===== src/rtl/core/trfa_pkg.sv =====
// Shared types and constants for the lagged trace FIR accumulator.
// Used by the front, queue, back end and top level; no dependencies.
`timescale 1ns / 1ps
`default_nettype none

package trfa_pkg;

  // Configuration register indexes.
  localparam logic [1:0] REG_TRACE_LEN = 2'd0;
  localparam logic [1:0] REG_TAP_COUNT = 2'd1;
  localparam logic [1:0] REG_LAG       = 2'd2;
  localparam logic [1:0] REG_START     = 2'd3;

  // Input opcodes.
  localparam logic OP_LOAD   = 1'b0;
  localparam logic OP_SAMPLE = 1'b1;

  // Job queue between the front and the back end.
  localparam int QDEPTH = 4;
  localparam int QAW    = 2;
  localparam int QCW    = 3;

  // Q16.16 rounded product width and reset values of the registers.
  localparam int RND_W = 48;
  localparam logic [16:0] TRACE_LEN_RST = 17'd1024;
  localparam logic [5:0]  TAP_COUNT_RST = 6'd1;

  typedef struct packed {
    logic [16:0] trace_len;
    logic [5:0]  tap_count;
    logic [15:0] lag;
    logic [15:0] start_cfg;
  } cfg_t;

  typedef struct packed {
    logic        is_sample;
    logic        emit;
    logic [4:0]  idx;
    logic [31:0] data;
    logic [31:0] prior;
    logic [15:0] position;
  } job_t;

  typedef enum logic [3:0] {
    BK_IDLE  = 4'b0001,
    BK_MAC   = 4'b0010,
    BK_DRAIN = 4'b0100,
    BK_DONE  = 4'b1000
  } bk_state_t;

  typedef struct packed {
    bk_state_t state;
    logic      pop;
  } bk_stat_t;

endpackage

`default_nettype wire


===== src/rtl/core/trfa_front.sv =====
// Front end: accepts requests, tracks the trace position and decides
// whether a sample produces an output. Depends on trfa_pkg.
`timescale 1ns / 1ps
`default_nettype none

module trfa_front #(
  parameter int MAX_TRACE = 65536
) (
  input  wire                  clk,
  input  wire                  rst,
  input  wire                  in_valid,
  output logic                 in_ready,
  input  wire                  op,
  input  wire  [4:0]           coef_index,
  input  wire  [31:0]          coef_value,
  input  wire  [31:0]          sample,
  input  wire  [31:0]          prior_out,
  input  trfa_pkg::cfg_t       cfg,
  input  wire                  q_full,
  output logic                 push,
  output trfa_pkg::job_t       job
);
  import trfa_pkg::*;

  localparam int LEN_W = $clog2(MAX_TRACE + 1);
  localparam int W     = ((LEN_W > 17) ? LEN_W : 17) + 2;
  localparam int POS_W = $clog2(MAX_TRACE);

  logic [POS_W-1:0] pos;
  logic [POS_W-1:0] pos_next;
  logic [W-1:0]     len_raw;
  logic [W-1:0]     len_eff;
  logic [W-1:0]     j;
  logic [W-1:0]     j1;
  logic [W-1:0]     p;
  logic             emit;

  always_comb begin
    len_raw = W'(cfg.trace_len);
    if (len_raw == '0) begin
      len_eff = W'(1);
    end else if (len_raw > W'(MAX_TRACE)) begin
      len_eff = W'(MAX_TRACE);
    end else begin
      len_eff = len_raw;
    end
    // A position left beyond a shrunken trace restarts at zero.
    j  = (W'(pos) >= len_eff) ? '0 : W'(pos);
    j1 = j + W'(1);
    pos_next = (j1 >= len_eff) ? '0 : POS_W'(j1);
    p    = j + W'(cfg.lag);
    emit = (p >= W'(cfg.start_cfg)) && ((p + W'(cfg.lag)) < len_eff);
  end

  assign in_ready = !q_full;
  assign push     = in_valid && !q_full;

  always_comb begin
    job.is_sample = (op == OP_SAMPLE);
    job.emit      = (op == OP_SAMPLE) && emit;
    job.idx       = coef_index;
    job.data      = (op == OP_SAMPLE) ? sample : coef_value;
    job.prior     = prior_out;
    job.position  = p[15:0];
  end

  always_ff @(posedge clk) begin
    if (rst) begin
      pos <= '0;
    end else if (push && op == OP_SAMPLE) begin
      pos <= pos_next;
    end
  end

endmodule

`default_nettype wire


===== config.mk =====
export PLATFORM = sky130hd
export DESIGN_NAME = trfa_front
export DESIGN_NICKNAME = d
export VERILOG_FILES = /design/src/rtl/core/trfa_pkg.sv /design/src/rtl/core/trfa_front.sv
export SDC_FILE = /design/constraint.sdc
export NUM_CORES = 1
export LEC_CHECK = 0
export ABC_CLOCK_PERIOD_IN_PS = 12900
export BUFFER_PORTS_ARGS = -buffer_cell sky130_fd_sc_hd__buf_2
export CAP_MARGIN = 20
export CELL_PAD_IN_SITES_DETAIL_PLACEMENT = 1
export CELL_PAD_IN_SITES_GLOBAL_PLACEMENT = 2
export CORE_MARGIN = 2
export CORE_UTILIZATION = 23
export DETAILED_ROUTE_END_ITERATION = 16
export GPL_ROUTABILITY_DRIVEN = 0
export PLACE_DENSITY_LB_ADDON = 0.15
export SETUP_SLACK_MARGIN = 0.3
export SLEW_MARGIN = 10
export SYNTH_ARGS = -nofsm -noshare
export SYNTH_HDL_FRONTEND = slang
export SYNTH_SLANG_ARGS = --single-unit

===== constraint.sdc =====
create_clock -name clk -period 12.9 [get_ports clk]
set_input_delay 2.58 -clock clk [delete_from_list [all_inputs] [get_ports clk]]
set_output_delay 2.58 -clock clk [all_outputs]
set_load 0.01 [all_outputs]

==> flow_summary.json, run 1 <==
{
  "outcome": "finished, final reports clean",
  "syn-num-nets": 858,
  "finalCriticalPeriod_ns": 12.06,
  "slew_viol_final": 0,
  "relSlewSlack_pct": 47.7,
  "wire_per_inst_um": 16.8,
  "synth.ff_latch_count": 16,
  "fin_skew_ns": 0.00449,
  "wirelength_mm": 17.4,
  "synth-edff-count": 0,
  "worstMarginPinSlew_ns": 0.784,
  "rsz0062_at_grt": "no",
  "largest_register": "pos",
  "yosysSeqAreaShare_pct": 6.79,
  "max_cap_viol_count": 0,
  "drive_gt1_share_pct": 34.7,
  "register_area_sq_um": 320,
  "vias": 4876,
  "layout_commonest_cell": "buf_2",
  "clock_path_buffers": 2,
  "synth_area_leader_cell": "ha_1",
  "die-area_sq_mm": 0.0217,
  "setup_viol": 0,
  "async_flop_share_pct": 0,
  "tns_ns": 0,
  "clk_pin_slew_ns": 0.05,
  "vdd_drop_max_uv": 36.8,
  "first_iter_violations": 135,
  "largest_reg_flops": 16,
  "syn-instance-count": 596,
  "holdPathEnd": "pos[15]$_SDFFE_PP0P_",
  "yosys_warnings": 0,
  "overflow": 0,
  "hp-class": "flop to flop",
  "cts_made_buffers": 3,
  "antenna_found_initial": 0,
  "fp.dieH_um": 147,
  "antennaDiodeCount": 0,
  "powerDensity_mw_per_mm2": 51.1,
  "cp.required_ns": 10.32,
  "htree_levels": 1,
  "cts_tree": "yes",
  "total_power_uw": 307,
  "cts.sinks": 16,
  "largestRegisters": "pos (16)",
  "core.rowCount": 52,
  "reg2regPathDepth": 21,
  "leakagePower_uw": 0.00297,
  "io_pins": 250,
  "portBuffers": 169,
  "initial_utilization_pct": 23.4,
  "drtAntennaViolNets": 0,
  "cts_root_buffer": "clkbuf_16",
  "synth_area_per_cell_sq_um": 7.91,
  "cp.arrival_ns": 9.48,
  "syn-cell-area_sq_mm": 0.00472,
  "worst_setup_path_start_kind": "primary input",
  "clkLatencyLatePin_ns": 0.26,
  "syn2layout_area_growth_pct": 27.3,
  "fmax_ghz": 0.0829,
  "synthDistinctLibCells": 56,
  "crit_slowest_cell": "o32a_4",
  "drt-met1-wl_mm": 8.36,
  "fillers": 2528,
  "reg2reg_to": "pos[2]$_SDFFE_PP0P_",
  "synth_top_area_share_pct": 26.3,
  "hold_viol": 0,
  "r2r_start": "pos[2]$_SDFFE_PP0P_",
  "ys.flop_type": "dfxtp_1",
  "regToRegSetupSlack_ns": 7.47,
  "layout_common_cells": "buf_2, ha_1, nor2_1",
  "critPathMaxFanout": 16,
  "fin_nets": 1027,
  "period_share_pct": 93.5,
  "firstDrtPassIters": 4,
  "crit_path_max_incr_delay_ns": 0.43,
  "hold_start": "pos[15]$_SDFFE_PP0P_",
  "grt_pass1_vias": 5267,
  "met2_length_mm": 8.28,
  "viasPerCell": 4.72,
  "die_x_um": 147,
  "final_util_pct": 29.8,
  "wl_met3_um": 500,
  "multi_input_area_sq_mm": 0.00395,
  "hpwl_mm": 15.6,
  "netlist_top_cells_area": "ha_1, mux2_2, dfxtp_1, buf_4, xnor2_1",
  "fin_ws_ns": 0.835,
  "min_path_cells": 2,
  "criticalPathCategory": "primary input to primary output",
  "grt_pass1_wl_mm": 27.5,
  "top_layer_used": "met4",
  "coreArea_sq_mm": 0.0202,
  "route.detailed.drc": 0,
  "post-place-ws_ns": 0.669,
  "grt_max_degree": 36,
  "end_kind": "primary output",
  "grtUsageTotal_pct": 15.7
}
cell usage after synthesis, drive strengths merged (6+ instances only):
cell    count
xor2       13
xnor2      26
a21oi      36
a22oi      12
mux2       32
ha         99
a211oi      7
a31oi       6
nand2      43
nor2       46
nor3       11
nor2b       8
dfxtp      16
o21ai      31
and2       19
a21o       15
o21a       17
inv        32
buf        47
nand4      10
o211ai     11
nand3       7
timing repair:
item | CTS | global route
hold buffers | 0 | 0
setup buffers | 0 | 1
resized for setup | 0 | 4
endpoints found under the setup margin | 0 | 1
worst max path at each step:
| stage | from | endpoint | slack, ns | cells after the start |
|---|---|---|---|---|
| finish | cfg[49] | job[85] | 0.84 | 39 |
| global placement | cfg[46] | job[85] | 0.78 | 39 |
| CTS | cfg[46] | job[85] | 0.63 | 39 |
| floorplan | cfg[41] | job[85] | 1.64 | 34 |
| detailed placement | cfg[46] | job[85] | 0.67 | 39 |
| global route | cfg[49] | job[85] | 0.34 | 38 |
worst max-delay path, delay by kind of cell:
| kind | cells | cell delay (ns) |
|---|---|---|
| compound gates | 13 | 2.56 |
| simple gates | 11 | 1.40 |
| fa+ha+maj | 5 | 1.39 |
| buf+inv | 8 | 1.12 |
| xor+xnor | 2 | 0.40 |
area by class of cell:
cell class | instances | area share [%]
repair buffers | 214 | 19.7
inverters | 32 | 2.00
multi-input cells | 498 | 65.8
clock buffers | 4 | 1.48
flip-flops and latches | 16 | 5.34
well taps | 270 | 5.63
per-stage QoR:
stage / hold WS [ns] / instances / instance area [sq um]
floorplan: 0.470 / 596 / 4720
global placement: 0.521 / 1029 / 5890
detailed placement: 0.526 / 1029 / 5890
CTS: 0.534 / 1033 / 5980
global route: 0.570 / 1034 / 6000
finish: 0.540 / 1034 / 6000
cell families after synthesis:
| family | Yosys count | share of synthesized area, % |
|---|---|---|
| fa+ha+maj | 101 | 27.1 |
| simple gates | 169 | 17.7 |
| xor+xnor | 39 | 7.24 |
| compound gates | 156 | 23.5 |
| flops | 16 | 6.79 |
| buf+inv | 82 | 9.79 |
| mux | 33 | 7.85 |
routing by layer:
metal  vias up  GRT usage, %
met5         -             0
met1      2285          21.3
met4         0          3.22
li1       2494             -
met2        76          27.5
met3        21         0.994
report_power, final:
group | internal, uW | total, uW | leakage [uW] | switching, uW
Sequential | 49.8 | 50.2 | 0.000129 | 0.413
Clock | 47.3 | 69.9 | 0.0000442 | 22.7
Combinational | 89.3 | 187 | 0.00279 | 97.2
Total | 186 | 307 | 0.00297 | 120
Power figures use the tool's default switching activity.
==> inputs of run 2 (changes only) <==
==> constraint.sdc (replaced) <==
create_clock -name clk -period 12.9 [get_ports clk]
set_input_delay 2.58 -clock clk [delete_from_list [all_inputs] [get_ports clk]]
set_output_delay 2.58 -clock clk [all_outputs]
set_load 0.1 [all_outputs]
==> run 2 against run 1 <==
Design area increased by 2.4%. Critical endpoint unchanged. Total power is 29% higher. Wire length is 0.53% lower. Utilization increased by 0.70 points. Sequential power about the same. Flip-flop and latch count did not move. Combinational power grew 47%. Via count up 0.94%. Die area unchanged. Count of clock-buffer cells in the layout unchanged.
==> flow_summary.json, run 2 (synthesis results as in run 1) <==
{
  "relSlewSlack_pct": 49.8,
  "vdd_drop_max_uv": 35.0,
  "holdPathEnd": "pos[15]$_SDFFE_PP0P_",
  "coreArea_sq_mm": 0.0202,
  "power.share.clock_pct": 17.9,
  "p_int_uw": 189,
  "setup_viol": 0,
  "overflow": 0,
  "p_switching_uw": 205,
  "register_area_sq_um": 320,
  "p_sw_share_pct": 52.1,
  "hold_start": "pos[15]$_SDFFE_PP0P_",
  "place_area_sq_mm": 0.00600,
  "criticalPathCategory": "primary input to primary output",
  "portBuffers": 169,
  "fp.dieH_um": 147,
  "cts_made_buffers": 3,
  "layout_common_cells": "buf_2, ha_1, nor2_1, buf_4, nand2_1",
  "fin_nets": 1026,
  "crit_path_max_incr_delay_ns": 0.44,
  "powerDensity_mw_per_mm2": 64.2,
  "layout_commonest_cell": "buf_2",
  "die-area_sq_mm": 0.0217,
  "fillers": 2498,
  "reg2regPathDepth": 22,
  "leakagePower_uw": 0.00305,
  "reg2reg_to": "pos[2]$_SDFFE_PP0P_",
  "hp-class": "flop to flop",
  "cp.required_ns": 10.32,
  "cts_tree": "yes",
  "wire_per_inst_um": 16.7,
  "grtUsageTotal_pct": 15.5,
  "multi_input_area_sq_mm": 0.00409,
  "drive_gt1_share_pct": 36.8,
  "final_util_pct": 30.5,
  "vias": 4922,
  "core.rowCount": 52,
  "outcome": "finished, final reports clean",
  "finalCriticalPeriod_ns": 12.09,
  "end_kind": "primary output",
  "worst_setup_path_start_kind": "primary input",
  "die_x_um": 147,
  "viasPerCell": 4.76,
  "critPathMaxFanout": 16,
  "antenna_found_initial": 0,
  "firstDrtPassIters": 4,
  "antennaDiodeCount": 0,
  "worstMarginPinSlew_ns": 0.754,
  "clkLatencyLatePin_ns": 0.26,
  "tns_ns": 0,
  "cts_root_buffer": "clkbuf_16",
  "fin_skew_ns": 0.000953,
  "htree_levels": 1,
  "r2r_start": "pos[2]$_SDFFE_PP0P_",
  "syn2layout_area_growth_pct": 30.3,
  "clk_pin_slew_ns": 0.05,
  "cp.arrival_ns": 9.51,
  "initial_utilization_pct": 23.4,
  "fmax_ghz": 0.0827,
  "min_path_cells": 2,
  "hold_viol": 0,
  "io_pins": 250,
  "first_iter_violations": 150,
  "grt_pass1_wl_mm": 27.0,
  "period_share_pct": 93.7,
  "hpwl_mm": 15.4,
  "pwr-share-comb_pct": 69.4,
  "regToRegSetupSlack_ns": 7.47,
  "grt_pass1_vias": 5233,
  "slew_viol_final": 0,
  "power_frac_seq_pct": 12.7,
  "whs_ns": 0.518,
  "max_cap_viol_count": 0,
  "largest_reg_flops": 16,
  "clock_path_buffers": 2,
  "crit_slowest_cell": "o32a_4",
  "grt_max_degree": 36,
  "largest_register": "pos",
  "route.detailed.drc": 0,
  "rsz0062_at_grt": "no",
  "cts.sinks": 16,
  "largestRegisters": "pos (16)",
  "drtAntennaViolNets": 0,
  "wirelength_mm": 17.3,
  "finalInstanceArea_sq_mm": 0.00614
}
[run 2: through the flow]
stage               std cells  total power (uW)  setup slack (ns)
finish                   1033               394             0.812
global route             1033               422             0.305
CTS                      1031               398             0.465
detailed placement       1027               325             0.525
global placement         1027               318             0.577
floorplan                 596               304             0.347
[run 2: area by class of cell]
cell class / count / area share, %
clock buffer: 4 / 1.45
inverter: 32 / 1.95
multi-input combinational: 498 / 66.5
sequential: 16 / 5.21
tap: 270 / 5.50
timing repair buffer: 213 / 19.4
[run 2: worst max-delay path: cells and delay by family]
| family | cells | cell delay, ns |
|---|---|---|
| buffers and inverters | 6 | 0.85 |
| AND/OR/NAND/NOR | 9 | 1.41 |
| XOR/XNOR | 2 | 0.35 |
| AO/OA/AOI/OAI | 15 | 2.89 |
| adder cells (fa/ha/maj) | 5 | 1.39 |
[run 2: worst max-delay path by stage]
stage	from	slack, ns	to	depth (start not counted)
2_1_floorplan	cfg[41]	0.35	job[85]	32
3_3_place_gp	cfg[46]	0.58	job[85]	37
3_5_place_dp	cfg[46]	0.52	job[85]	33
4_1_cts	cfg[46]	0.47	job[85]	33
5_1_grt	cfg[49]	0.31	job[85]	38
6_report	cfg[49]	0.81	job[85]	37
[run 2: per-layer routing]
layer  global-route usage (%)  wire length [um]  share of wire, %
met1                     20.1              8000                46
met2                     28.1              8680                50
met3                     1.21               389               2.3
met4                     3.27               208               1.2
met5                        0                 0                 0
[run 2: power groups by stage]
stage               combinational [uW]  clock (uW)  sequential, uW
global route                       298        74.0            50.2
CTS                                275        73.1            50.1
floorplan                          253           0            51.1
detailed placement                 273           0            51.2
finish                             274        70.6            50.1
global placement                   267           0            51.2
[run 2: timing repair]
item | 4_1_cts | 5_1_grt
setup buffers | 0 | 2
resized for setup | 0 | 10
hold buffers | 0 | 0
setup endpoints to repair | 0 | 1
