--- config.mk ---
export PLATFORM = sky130hd
export DESIGN_NAME = trfa_queue
export DESIGN_NICKNAME = d
export VERILOG_FILES = /design/src/rtl/core/trfa_pkg.sv /design/src/rtl/core/trfa_queue.sv
export SDC_FILE = /design/constraint.sdc
export NUM_CORES = 1
export LEC_CHECK = 0
export BUFFER_PORTS_ARGS = -buffer_cell sky130_fd_sc_hd__buf_2
export CAP_MARGIN = 10
export CORE_ASPECT_RATIO = 2
export CORE_MARGIN = 2
export CORE_UTILIZATION = 39
export CTS_BUF_LIST = sky130_fd_sc_hd__clkbuf_4 sky130_fd_sc_hd__clkbuf_8 sky130_fd_sc_hd__clkbuf_16
export DETAILED_ROUTE_END_ITERATION = 6
export GPL_ROUTABILITY_DRIVEN = 1
export SETUP_SLACK_MARGIN = 0.1
export SYNTH_ARGS = -nofsm -noshare
export SYNTH_HDL_FRONTEND = slang
export SYNTH_SLANG_ARGS = --single-unit
--- constraint.sdc ---
create_clock -name clk -period 3.14 [get_ports clk]
set_clock_uncertainty 0.15 [all_clocks]
set_input_delay 0.157 -clock clk [delete_from_list [all_inputs] [get_ports clk]]
set_output_delay 0.157 -clock clk [all_outputs]
set_load 0.005 [all_outputs]
--- src/rtl/core/trfa_pkg.sv ---
// Shared types and constants for the lagged trace FIR accumulator.
// Used by the front, queue, back end and top level; no dependencies.
`timescale 1ns / 1ps
`default_nettype none

package trfa_pkg;

  // Configuration register indexes.
  localparam logic [1:0] REG_TRACE_LEN = 2'd0;
  localparam logic [1:0] REG_TAP_COUNT = 2'd1;
  localparam logic [1:0] REG_LAG       = 2'd2;
  localparam logic [1:0] REG_START     = 2'd3;

  // Input opcodes.
  localparam logic OP_LOAD   = 1'b0;
  localparam logic OP_SAMPLE = 1'b1;

  // Job queue between the front and the back end.
  localparam int QDEPTH = 4;
  localparam int QAW    = 2;
  localparam int QCW    = 3;

  // Q16.16 rounded product width and reset values of the registers.
  localparam int RND_W = 48;
  localparam logic [16:0] TRACE_LEN_RST = 17'd1024;
  localparam logic [5:0]  TAP_COUNT_RST = 6'd1;

  typedef struct packed {
    logic [16:0] trace_len;
    logic [5:0]  tap_count;
    logic [15:0] lag;
    logic [15:0] start_cfg;
  } cfg_t;

  typedef struct packed {
    logic        is_sample;
    logic        emit;
    logic [4:0]  idx;
    logic [31:0] data;
    logic [31:0] prior;
    logic [15:0] position;
  } job_t;

  typedef enum logic [3:0] {
    BK_IDLE  = 4'b0001,
    BK_MAC   = 4'b0010,
    BK_DRAIN = 4'b0100,
    BK_DONE  = 4'b1000
  } bk_state_t;

  typedef struct packed {
    bk_state_t state;
    logic      pop;
  } bk_stat_t;

endpackage

`default_nettype wire

--- src/rtl/core/trfa_queue.sv ---
// Short job queue that decouples the front from the back end.
// Depends on trfa_pkg for the job type and depth.
`timescale 1ns / 1ps
`default_nettype none

module trfa_queue (
  input  wire                  clk,
  input  wire                  rst,
  input  wire                  push,
  input  trfa_pkg::job_t       push_job,
  input  wire                  pop,
  output logic                 q_valid,
  output logic                 q_full,
  output trfa_pkg::job_t       head,
  output logic [trfa_pkg::QCW-1:0] count
);
  import trfa_pkg::*;

  job_t           entries [QDEPTH];
  logic [QAW-1:0] wr_ptr;
  logic [QAW-1:0] rd_ptr;

  assign q_valid = (count != '0);
  assign q_full  = (count == QCW'(QDEPTH));
  assign head    = entries[rd_ptr];

  always_ff @(posedge clk) begin
    if (push) begin
      entries[wr_ptr] <= push_job;
    end
  end

  always_ff @(posedge clk) begin
    if (rst) begin
      wr_ptr <= '0;
      rd_ptr <= '0;
      count  <= '0;
    end else begin
      if (push) begin
        wr_ptr <= wr_ptr + 1'b1;
      end
      if (pop) begin
        rd_ptr <= rd_ptr + 1'b1;
      end
      case ({push, pop})
        2'b10:   count <= count + 1'b1;
        2'b01:   count <= count - 1'b1;
        default: count <= count;
      endcase
    end
  end

endmodule

`default_nettype wire

==> flow_summary.json, run 1 <==
{
  "status": "completed",
  "final_area_um2": 16400,
  "path_max_fanout": 29,
  "start_util_pct": 39.6,
  "grt_max_degree": 45,
  "cp.required_ns": 2.83,
  "synthSimpleGateAreaFrac_pct": 0.597,
  "grt_first_pass_wirelength_mm": 41.0,
  "finalNetCount": 901,
  "vias_per_cell": 4.99,
  "crit_slowest_cell": "dfxtp_4",
  "ant_nets": 0,
  "synth_mux_area_share_pct": 15.2,
  "cts_buffer_depth": 3,
  "fmax_mhz": 378,
  "postCtsResizedCells": 0,
  "r2r_slack_ns": 1.00,
  "gp_congestion": 0.728,
  "place_area_um2": 14500,
  "wl_per_cell_um": 21.5,
  "ys.warnings.count": 0,
  "r2r_start": "wr_ptr[0]",
  "antenna_found_initial": 6,
  "rsz0062_at_grt": "false",
  "ys_ff_latch": 357,
  "synth_cell_type_count": 21,
  "dieArea_um2": 34900,
  "grt_pass1_vias": 7119,
  "syn_inst": 502,
  "io_pins": 183,
  "final_max_slew_viol_count": 0,
  "irDropWorstVdd_mv": 0.566,
  "drt_wl_total_mm": 27.1,
  "hold-path-endpoint": "entries[1][13]",
  "internal-power_w": 0.00808,
  "cts.sinks": 357,
  "cap_violations": 0,
  "core_area_um2": 32800,
  "final_cells": 1260,
  "p_leak_nw": 5.58,
  "htreeDepth": 1,
  "p_seq_share_pct": 54.2,
  "row_count": 94,
  "synth_nets": 599,
  "power.switching_w": 0.00218,
  "synth_area_per_cell_um2": 25.9,
  "critPathTopFamily": "flip-flops",
  "fin_tns_setup_ns": 0,
  "path_class": "flip-flop to output port",
  "clkLatencyLatePin_ns": 0.56,
  "track_usage_pct": 15.7,
  "cts_tree": "built",
  "synth_top_family_by_area": "multiplexers",
  "crit_chain": "buf_12 -> mux4_2 -> buf_2",
  "worst_hold_slack_ns": 0.197,
  "synth_fa_ha_area_share_pct": 0.636,
  "synth_area_um2": 13000,
  "period_minus_slack_ns": 2.64,
  "worst_r2r_endpoint": "entries[0][8]",
  "layout-area-overhead-vs-synth_pct": 26.4,
  "r2r_cells": 4,
  "p_comb_share_pct": 10.0,
  "place_hpwl_mm": 17.3,
  "first_pass_iters": 4,
  "timing.final.crit_share_pct": 84.2,
  "cts_buffers": 30,
  "p_per_area_nw_per_um2": 625,
  "portBuffers": 182,
  "die_y_um": 262,
  "cts-root-buf": "clkbuf_16",
  "seq_area_frac_synth_pct": 81.8,
  "drt_iter0_drc": 364,
  "synth-compound-area-share_pct": 0.116,
  "crit_buf_inv": 2,
  "holdPathStages": 2,
  "synth-xor-area-share_pct": 0.337,
  "grt_overflow_total": 0,
  "clk_pin_slew_ns": 0.07,
  "power_frac_clock_pct": 35.8,
  "start_kind": "flip-flop",
  "hp-start": "push_job[13]",
  "vias": 6290,
  "drc": 0,
  "critPathMaxStageDelay_ns": 0.74,
  "relSlewSlack_pct": 52.0,
  "cp-end-kind": "output port",
  "layout-drive-gt1-share_pct": 41.1,
  "cp_data_arrival_time_ns": 2.34,
  "netSwitchingFraction_pct": 21.2,
  "setup_viol": 0,
  "dp.cells": 1113,
  "die_w_um": 133,
  "hold_viol": 0,
  "hold_path.class": "primary input to flip-flop",
  "tightest_slew_ns": 0.720
}
==> routing by layer <==
| layer | global-route usage, % | routed length, um | vias up |
|---|---|---|---|
| met3 | 1.93 | 920 | 55 |
| met4 | 7.08 | 996 | 4 |
| li1 | - | - | 2755 |
| met2 | 31.2 | 15800 | 164 |
| met1 | 16.3 | 9400 | 3312 |
| met5 | 0 | 30 | - |
==> worst max path at each step <==
stage | startpoint | endpoint | cells past startpoint
global route | flip-flop | head[2] | 3
finish | flip-flop | head[14] | 3
CTS | flip-flop | head[2] | 3
floorplan | wr_ptr[0] | entries[2][0] | 3
global placement | flip-flop | head[2] | 3
detailed placement | wr_ptr[0] | entries[0][8] | 4
==> state kept, by name, summed over array words and instances (netlist names), named ones only <==
signal and cells:
count 3, entries 348, rd_ptr 2, wr_ptr 2
==> Yosys cell counts (all sizes together) <==
master    n  area [um^2]
o21ai     1         5.00
xor2      3         26.3
clkbuf    6         22.5
a21oi     2         10.0
nor2      8         30.0
or3       2         12.5
and2      4         25.0
inv       6         22.5
mux4     87         1960
mux2i     1         10.0
buf      15          126
dfxtp     9          180
and3      1         6.26
xnor2     2         17.5
ha        5         62.6
fa        1         20.0
nand2     1         3.75
edfxtp  348        10500
==> worst reg2reg max path, stage by stage, from the launching register on <==
cell,delay [ns]
dfxtp_1,0.36
inv_1,0.10
ha_1,0.15
and2_4,0.49
buf_4,0.50
==> cell type report <==
type	instances	area (um^2)
fillers	2624	16400
multi-input cells	118	2200
repair buffers	291	2040
clock buffers	35	806
diodes	4	10.0
flip-flops and latches	357	10600
inverters	6	22.5
clock inverters	17	163
well taps	432	541
==> through the flow <==
step | utilization, % | total power [W] | worst slack (ns)
after floorplan | - | 0.00615 | 0.930
final | 50.0 | 0.0103 | 0.497
after CTS | 50.0 | 0.0104 | 0.368
after detailed placement | 44.3 | 0.00663 | 0.970
after global placement | 44.3 | 0.00659 | 0.974
after global routing | 50.0 | 0.0106 | 0.325
==> cell families (layout without fill, tap and decap cells) <==
logic type                 Yosys count  count (layout)
DFF                                357             357
xor gates and xnor gates             5               5
and+or+nand+nor                     16              16
AOI/OAI and AO/OA                    3               3
other                                0               4
adders and majority gates            6               6
buffers and inverters               27             349
muxes                               88              88
==> layout by cell type (no fill, tap or decap), drive strengths merged <==
cell,Yosys,routed
edfxtp,348,348
buf,15,200
dlygate4sd3,0,91
mux4,87,87
clkbuf,6,35
clkinv,0,12
dfxtp,9,9
nor2,8,8
inv,6,7
ha,5,5
diode,0,4
and2,4,4
xor2,3,3
bufinv,0,3
or3,2,2
xnor2,2,2
a21oi,2,2
and3,1,1
nand2,1,1
o21ai,1,1
mux2i,1,1
fa,1,1
clkinvlp,0,1
==> what timing repair did <==
action                     CTS  global route
hold buffers                91             0
setup endpoints to repair    0             0
setup buffers                0             0
hold endpoints to repair   357             0
==> power groups by stage <==
stage / clock network (W) / logic, W / registers [W]
final: 0.00367 / 0.00103 / 0.00556
after global routing: 0.00393 / 0.00111 / 0.00559
after CTS: 0.00378 / 0.00106 / 0.00557
after detailed placement: 0 / 0.000955 / 0.00568
after global placement: 0 / 0.000928 / 0.00566
after floorplan: 0 / 0.000534 / 0.00561
Note: power is estimated with default switching activity, not from simulation.
==> run 2: changes to the inputs <==
==> constraint.sdc (replaced) <==
create_clock -name clk -period 2.1 [get_ports clk]
set_clock_uncertainty 0.15 [all_clocks]
set_input_delay 0.105 -clock clk [delete_from_list [all_inputs] [get_ports clk]]
set_output_delay 0.105 -clock clk [all_outputs]
set_load 0.005 [all_outputs]
==> flow_summary.json, run 2 (same netlist as run 1, synthesis figures left out) <==
{
  "track_usage_pct": 15.6,
  "multi_input_area_um2": 2200,
  "htreeDepth": 1,
  "hold-path-endpoint": "entries[0][72]",
  "largest_registers": "entries: 348 flops, count: 3 flops",
  "finalNetCount": 910,
  "die_w_um": 133,
  "diodes": 0,
  "status": "finished, violations left",
  "start_kind": "flip-flop",
  "first_pass_iters": 4,
  "path_max_fanout": 5,
  "cp_data_arrival_time_ns": 1.98,
  "setup_slack_ns": -0.136,
  "layout-drive-gt1-share_pct": 42.2,
  "cts_buffers": 30,
  "gp_congestion": 0.738,
  "clkLatencyLatePin_ns": 0.56,
  "dp.cells": 1116,
  "regMostFlops": "entries",
  "start_util_pct": 39.6,
  "vias_per_cell": 4.93,
  "dieArea_um2": 34900,
  "p_leak_nw": 5.76,
  "core_area_um2": 32800,
  "violations": "negative setup slack",
  "timing.final.crit_share_pct": 106,
  "hold_viol": 0,
  "grt_max_degree": 41,
  "fill_cells": 2578,
  "final_max_slew_viol_count": 0,
  "path_class": "flip-flop to output port",
  "grt_first_pass_wirelength_mm": 40.3,
  "drt_wl_total_mm": 27.2,
  "largest_register_ffs": 348,
  "tightest_slew_ns": 0.361,
  "io_pins": 183,
  "fin_tns_setup_ns": -8.18,
  "r2r_slack_ns": 0.39,
  "drc": 0,
  "relSlewSlack_pct": 76.0,
  "fmax_mhz": 447,
  "layout-area-overhead-vs-synth_pct": 30.3,
  "seq_area_um2": 10600,
  "wl_per_cell_um": 21.5,
  "hp-start": "push_job[72]",
  "portBuffers": 182,
  "worst_r2r_endpoint": "count[2]",
  "cap_violations": 0,
  "final_cells": 1267,
  "drt_iter0_drc": 343,
  "die_y_um": 262,
  "ant_nets": 0,
  "power_frac_clock_pct": 36.0,
  "vias": 6242,
  "irDropWorstVdd_mv": 0.695,
  "grt_overflow_total": 0,
  "row_count": 94,
  "grt_pass1_vias": 6920,
  "p_per_area_nw_per_um2": 929,
  "clk_pin_slew_ns": 0.07,
  "cts-root-buf": "clkbuf_16",
  "place_hpwl_mm": 16.9,
  "cts.sinks": 357,
  "cp.required_ns": 1.85,
  "r2r_cells": 5,
  "internal-power_w": 0.0124,
  "setup_viol": 87,
  "holdPathStages": 2,
  "power.switching_w": 0.00335,
  "r2r_start": "count[1]",
  "p_comb_share_pct": 11.4,
  "hold_path.class": "primary input to flip-flop",
  "mostFrequentLayoutCell": "edfxtp_1",
  "cts_tree": "built",
  "netSwitchingFraction_pct": 21.3,
  "cp-end-kind": "output port",
  "antenna_found_initial": 0,
  "rsz0062_at_grt": "true",
  "cts_buffer_depth": 3,
  "layout_common_cells": "edfxtp_1, buf_2, dlygate4sd3_1, mux4_2, clkbuf_16",
  "p_seq_share_pct": 52.6,
  "period_minus_slack_ns": 2.24
}
==> run 2: what timing repair did <==
| item | CTS | global route |
|---|---|---|
| gates resized for setup | 12 | 14 |
| pin swaps | 0 | 0 |
| hold endpoints to repair | 394 | 0 |
| hold buffers | 90 | 0 |
| gates cloned | 3 | 2 |
| setup endpoints to repair | 87 | 87 |
| setup buffers | 2 | 0 |
==> run 2: stage by stage <==
step                      total power, W  utilization (%)  instance area, um^2  hold slack (ns)  setup WS, ns
after floorplan                  0.00919                -                13000           0.0539         0.335
after global placement           0.00989             44.9                14700            0.162         0.299
after detailed placement         0.00996             44.9                14700            0.171         0.321
after CTS                         0.0159             51.2                16800            0.119        -0.217
after global routing              0.0163             51.6                16900            0.122        -0.218
final                             0.0157             51.6                16900            0.139        -0.136
==> run 2: worst max-delay path: stages (launching register included) <==
cell and delay [ns]:
dfxtp_4 0.45, buf_12 0.16, buf_16 0.14, mux4_2 0.50, buf_6 0.15
==> run 2: cell type report <==
type,count,share of cell area [%]
well taps,432,3.19
multi-input cells,118,13.0
inverters,6,0.133
repair buffers,300,14.9
flip-flops and latches,357,62.8
clock buffers,34,4.71
clock inverters,20,1.23
==> run 2: how the worst max path moves through the flow <==
stage / start / end / slack, ns / cells after the start
global placement: push / count[2] / 0.30 / 8
floorplan: wr_ptr[0] / entries[2][0] / 0.34 / 3
finish: flip-flop / head[41] / -0.14 / 4
detailed placement: push / count[2] / 0.32 / 8
CTS: flip-flop / head[83] / -0.22 / 4
global route: flip-flop / head[7] / -0.22 / 3
==> run 2: routing by layer <==
layer / wire length [um] / up-vias / track usage [%]
li1: - / 2760 / -
met1: 9840 / 3280 / 17.0
met2: 15400 / 163 / 30.4
met3: 1030 / 39 / 2.16
met4: 927 / 0 / 5.70
met5: 0 / - / 0
==> run 2: power by group through the flow <==
stage	Sequential [W]	Clock, W	Combinational (W)
2_1_floorplan	0.00838	0	0.000803
3_5_place_dp	0.00843	0	0.00153
6_report	0.00827	0.00566	0.00179
3_3_place_gp	0.00840	0	0.00149
4_1_cts	0.00828	0.00581	0.00177
5_1_grt	0.00829	0.00607	0.00193
==> run 3: changes to the inputs <==
--- a/config.mk
+++ b/config.mk
@@ -13,7 +13,7 @@
 export CTS_BUF_LIST = sky130_fd_sc_hd__clkbuf_4 sky130_fd_sc_hd__clkbuf_8 sky130_fd_sc_hd__clkbuf_16
 export DETAILED_ROUTE_END_ITERATION = 6
 export GPL_ROUTABILITY_DRIVEN = 1
-export SETUP_SLACK_MARGIN = 0.1
+export SETUP_SLACK_MARGIN = 0.02
 export SYNTH_ARGS = -nofsm -noshare
 export SYNTH_HDL_FRONTEND = slang
 export SYNTH_SLANG_ARGS = --single-unit
==> flow_summary.json, run 3 (same netlist as run 1, synthesis figures left out) <==
{
  "drt_iter0_drc": 330,
  "mostFrequentLayoutCell": "edfxtp_1",
  "wl_per_cell_um": 21.4,
  "clk_pin_slew_ns": 0.07,
  "place_ws_ns": 0.321,
  "p_per_area_nw_per_um2": 930,
  "io_pins": 183,
  "power_frac_clock_pct": 36.1,
  "seq_area_um2": 10600,
  "first_pass_iters": 5,
  "gp_congestion": 0.738,
  "cp_data_arrival_time_ns": 1.98,
  "vias": 6226,
  "violations": "negative setup slack",
  "grt_pass1_vias": 6920,
  "cts-root-buf": "clkbuf_16",
  "tightest_slew_ns": 0.361,
  "layout-drive-gt1-share_pct": 42.0,
  "irDropWorstVdd_mv": 0.695,
  "path_max_fanout": 5,
  "grt_max_degree": 41,
  "power.switching_w": 0.00335,
  "p_comb_share_pct": 11.2,
  "start_util_pct": 39.6,
  "relSlewSlack_pct": 76.0,
  "core_area_um2": 32800,
  "period_minus_slack_ns": 2.24,
  "netSwitchingFraction_pct": 21.3,
  "vias_per_cell": 4.92,
  "regMostFlops": "entries",
  "die_w_um": 133,
  "layout-area-overhead-vs-synth_pct": 29.9,
  "layout_common_cells": "edfxtp_1, buf_2, dlygate4sd3_1, mux4_2, clkbuf_16",
  "track_usage_pct": 15.6,
  "die_y_um": 262,
  "cap_violations": 0,
  "grt_overflow_total": 0,
  "fin_tns_setup_ns": -7.35,
  "status": "finished, violations left",
  "drt_wl_total_mm": 27.0,
  "portBuffers": 182,
  "cts_buffers": 30,
  "fill_cells": 2582,
  "internal-power_w": 0.0124,
  "p_seq_share_pct": 52.7,
  "cp.required_ns": 1.85,
  "worst_hold_slack_ns": 0.139,
  "diodes": 0,
  "fmax_mhz": 447,
  "cts_buffer_depth": 3,
  "largest_registers": "entries: 348 flops, count: 3 flops",
  "p_leak_nw": 5.74,
  "hold_viol": 0,
  "start_kind": "flip-flop",
  "multi_input_area_um2": 2200,
  "drc": 0,
  "largest_register_ffs": 348,
  "grt_first_pass_wirelength_mm": 40.3,
  "htreeDepth": 1,
  "finalNetCount": 908,
  "timing.final.crit_share_pct": 107,
  "setup_viol": 87,
  "hold_path.class": "primary input to flip-flop",
  "setup_slack_ns": -0.137,
  "ant_nets": 0,
  "dieArea_um2": 34900,
  "antenna_found_initial": 0,
  "cts.sinks": 357,
  "clkLatencyLatePin_ns": 0.56,
  "place_hpwl_mm": 16.9,
  "cp-end-kind": "output port",
  "cts_tree": "built",
  "final_max_slew_viol_count": 0,
  "row_count": 94,
  "rsz0062_at_grt": "true",
  "path_class": "flip-flop to output port"
}
-- run 3: cell count changes in the layout (fill, tap and decap cells not counted), sizes merged --
cell,before,now
clkbuf,36,35
buf,208,207
-- run 3: area by class of cell --
type	count	share of cell area [%]
multi-input cells	118	13.0
well taps	432	3.20
repair buffers	298	14.7
inverters	6	0.133
clock buffers	34	4.73
flip-flops and latches	357	63.0
clock inverters	20	1.23
-- run 3: what timing repair did --
item                                    CTS  global route
endpoints found under the setup margin   87            87
gates cloned                              3             1
resized for setup                        12            14
hold endpoints to repair                394             0
buffers inserted                          2             0
hold buffers                             90             0
-- run 3: power groups by stage --
stage          sequential, W  clock [W]  combinational [W]
6_report             0.00827    0.00566            0.00177
2_1_floorplan        0.00838          0           0.000803
3_5_place_dp         0.00843          0            0.00153
5_1_grt              0.00829    0.00607            0.00190
3_3_place_gp         0.00840          0            0.00149
4_1_cts              0.00828    0.00581            0.00177
-- run 3: through the flow --
step	util (%)	cell area, um^2	power, W	std cells
2_1_floorplan	-	13000	0.00919	502
3_5_place_dp	44.9	14700	0.00996	1116
5_1_grt	51.4	16900	0.0163	1265
4_1_cts	51.2	16800	0.0159	1265
6_report	51.4	16900	0.0157	1265
3_3_place_gp	44.9	14700	0.00989	1116
-- run 3: critical path: stages, from the launching register on --
cell and delay, ns:
dfxtp_4 0.45, buf_12 0.16, buf_16 0.14, mux4_2 0.50, buf_6 0.15
-- run 3: path summary, 6_finish.rpt --
| path | slack [ns] | endpoint | from | cells after the start |
|---|---|---|---|---|
| max | -0.14 | head[41] | flip-flop | 4 |
| min | 0.14 | entries[0][72] | push_job[72] | 2 |
| max reg2reg | 0.39 | count[2] | count[1] | 5 |
| min reg2reg | 0.40 | count[2] | count[2] | 2 |
-- run 3: per-layer routing --
layer / part of all wire (%) / track usage, %
met5: 0 / 0
met4: 3.4 / 5.70
met3: 4.0 / 2.16
met2: 56 / 30.4
met1: 36 / 17.0
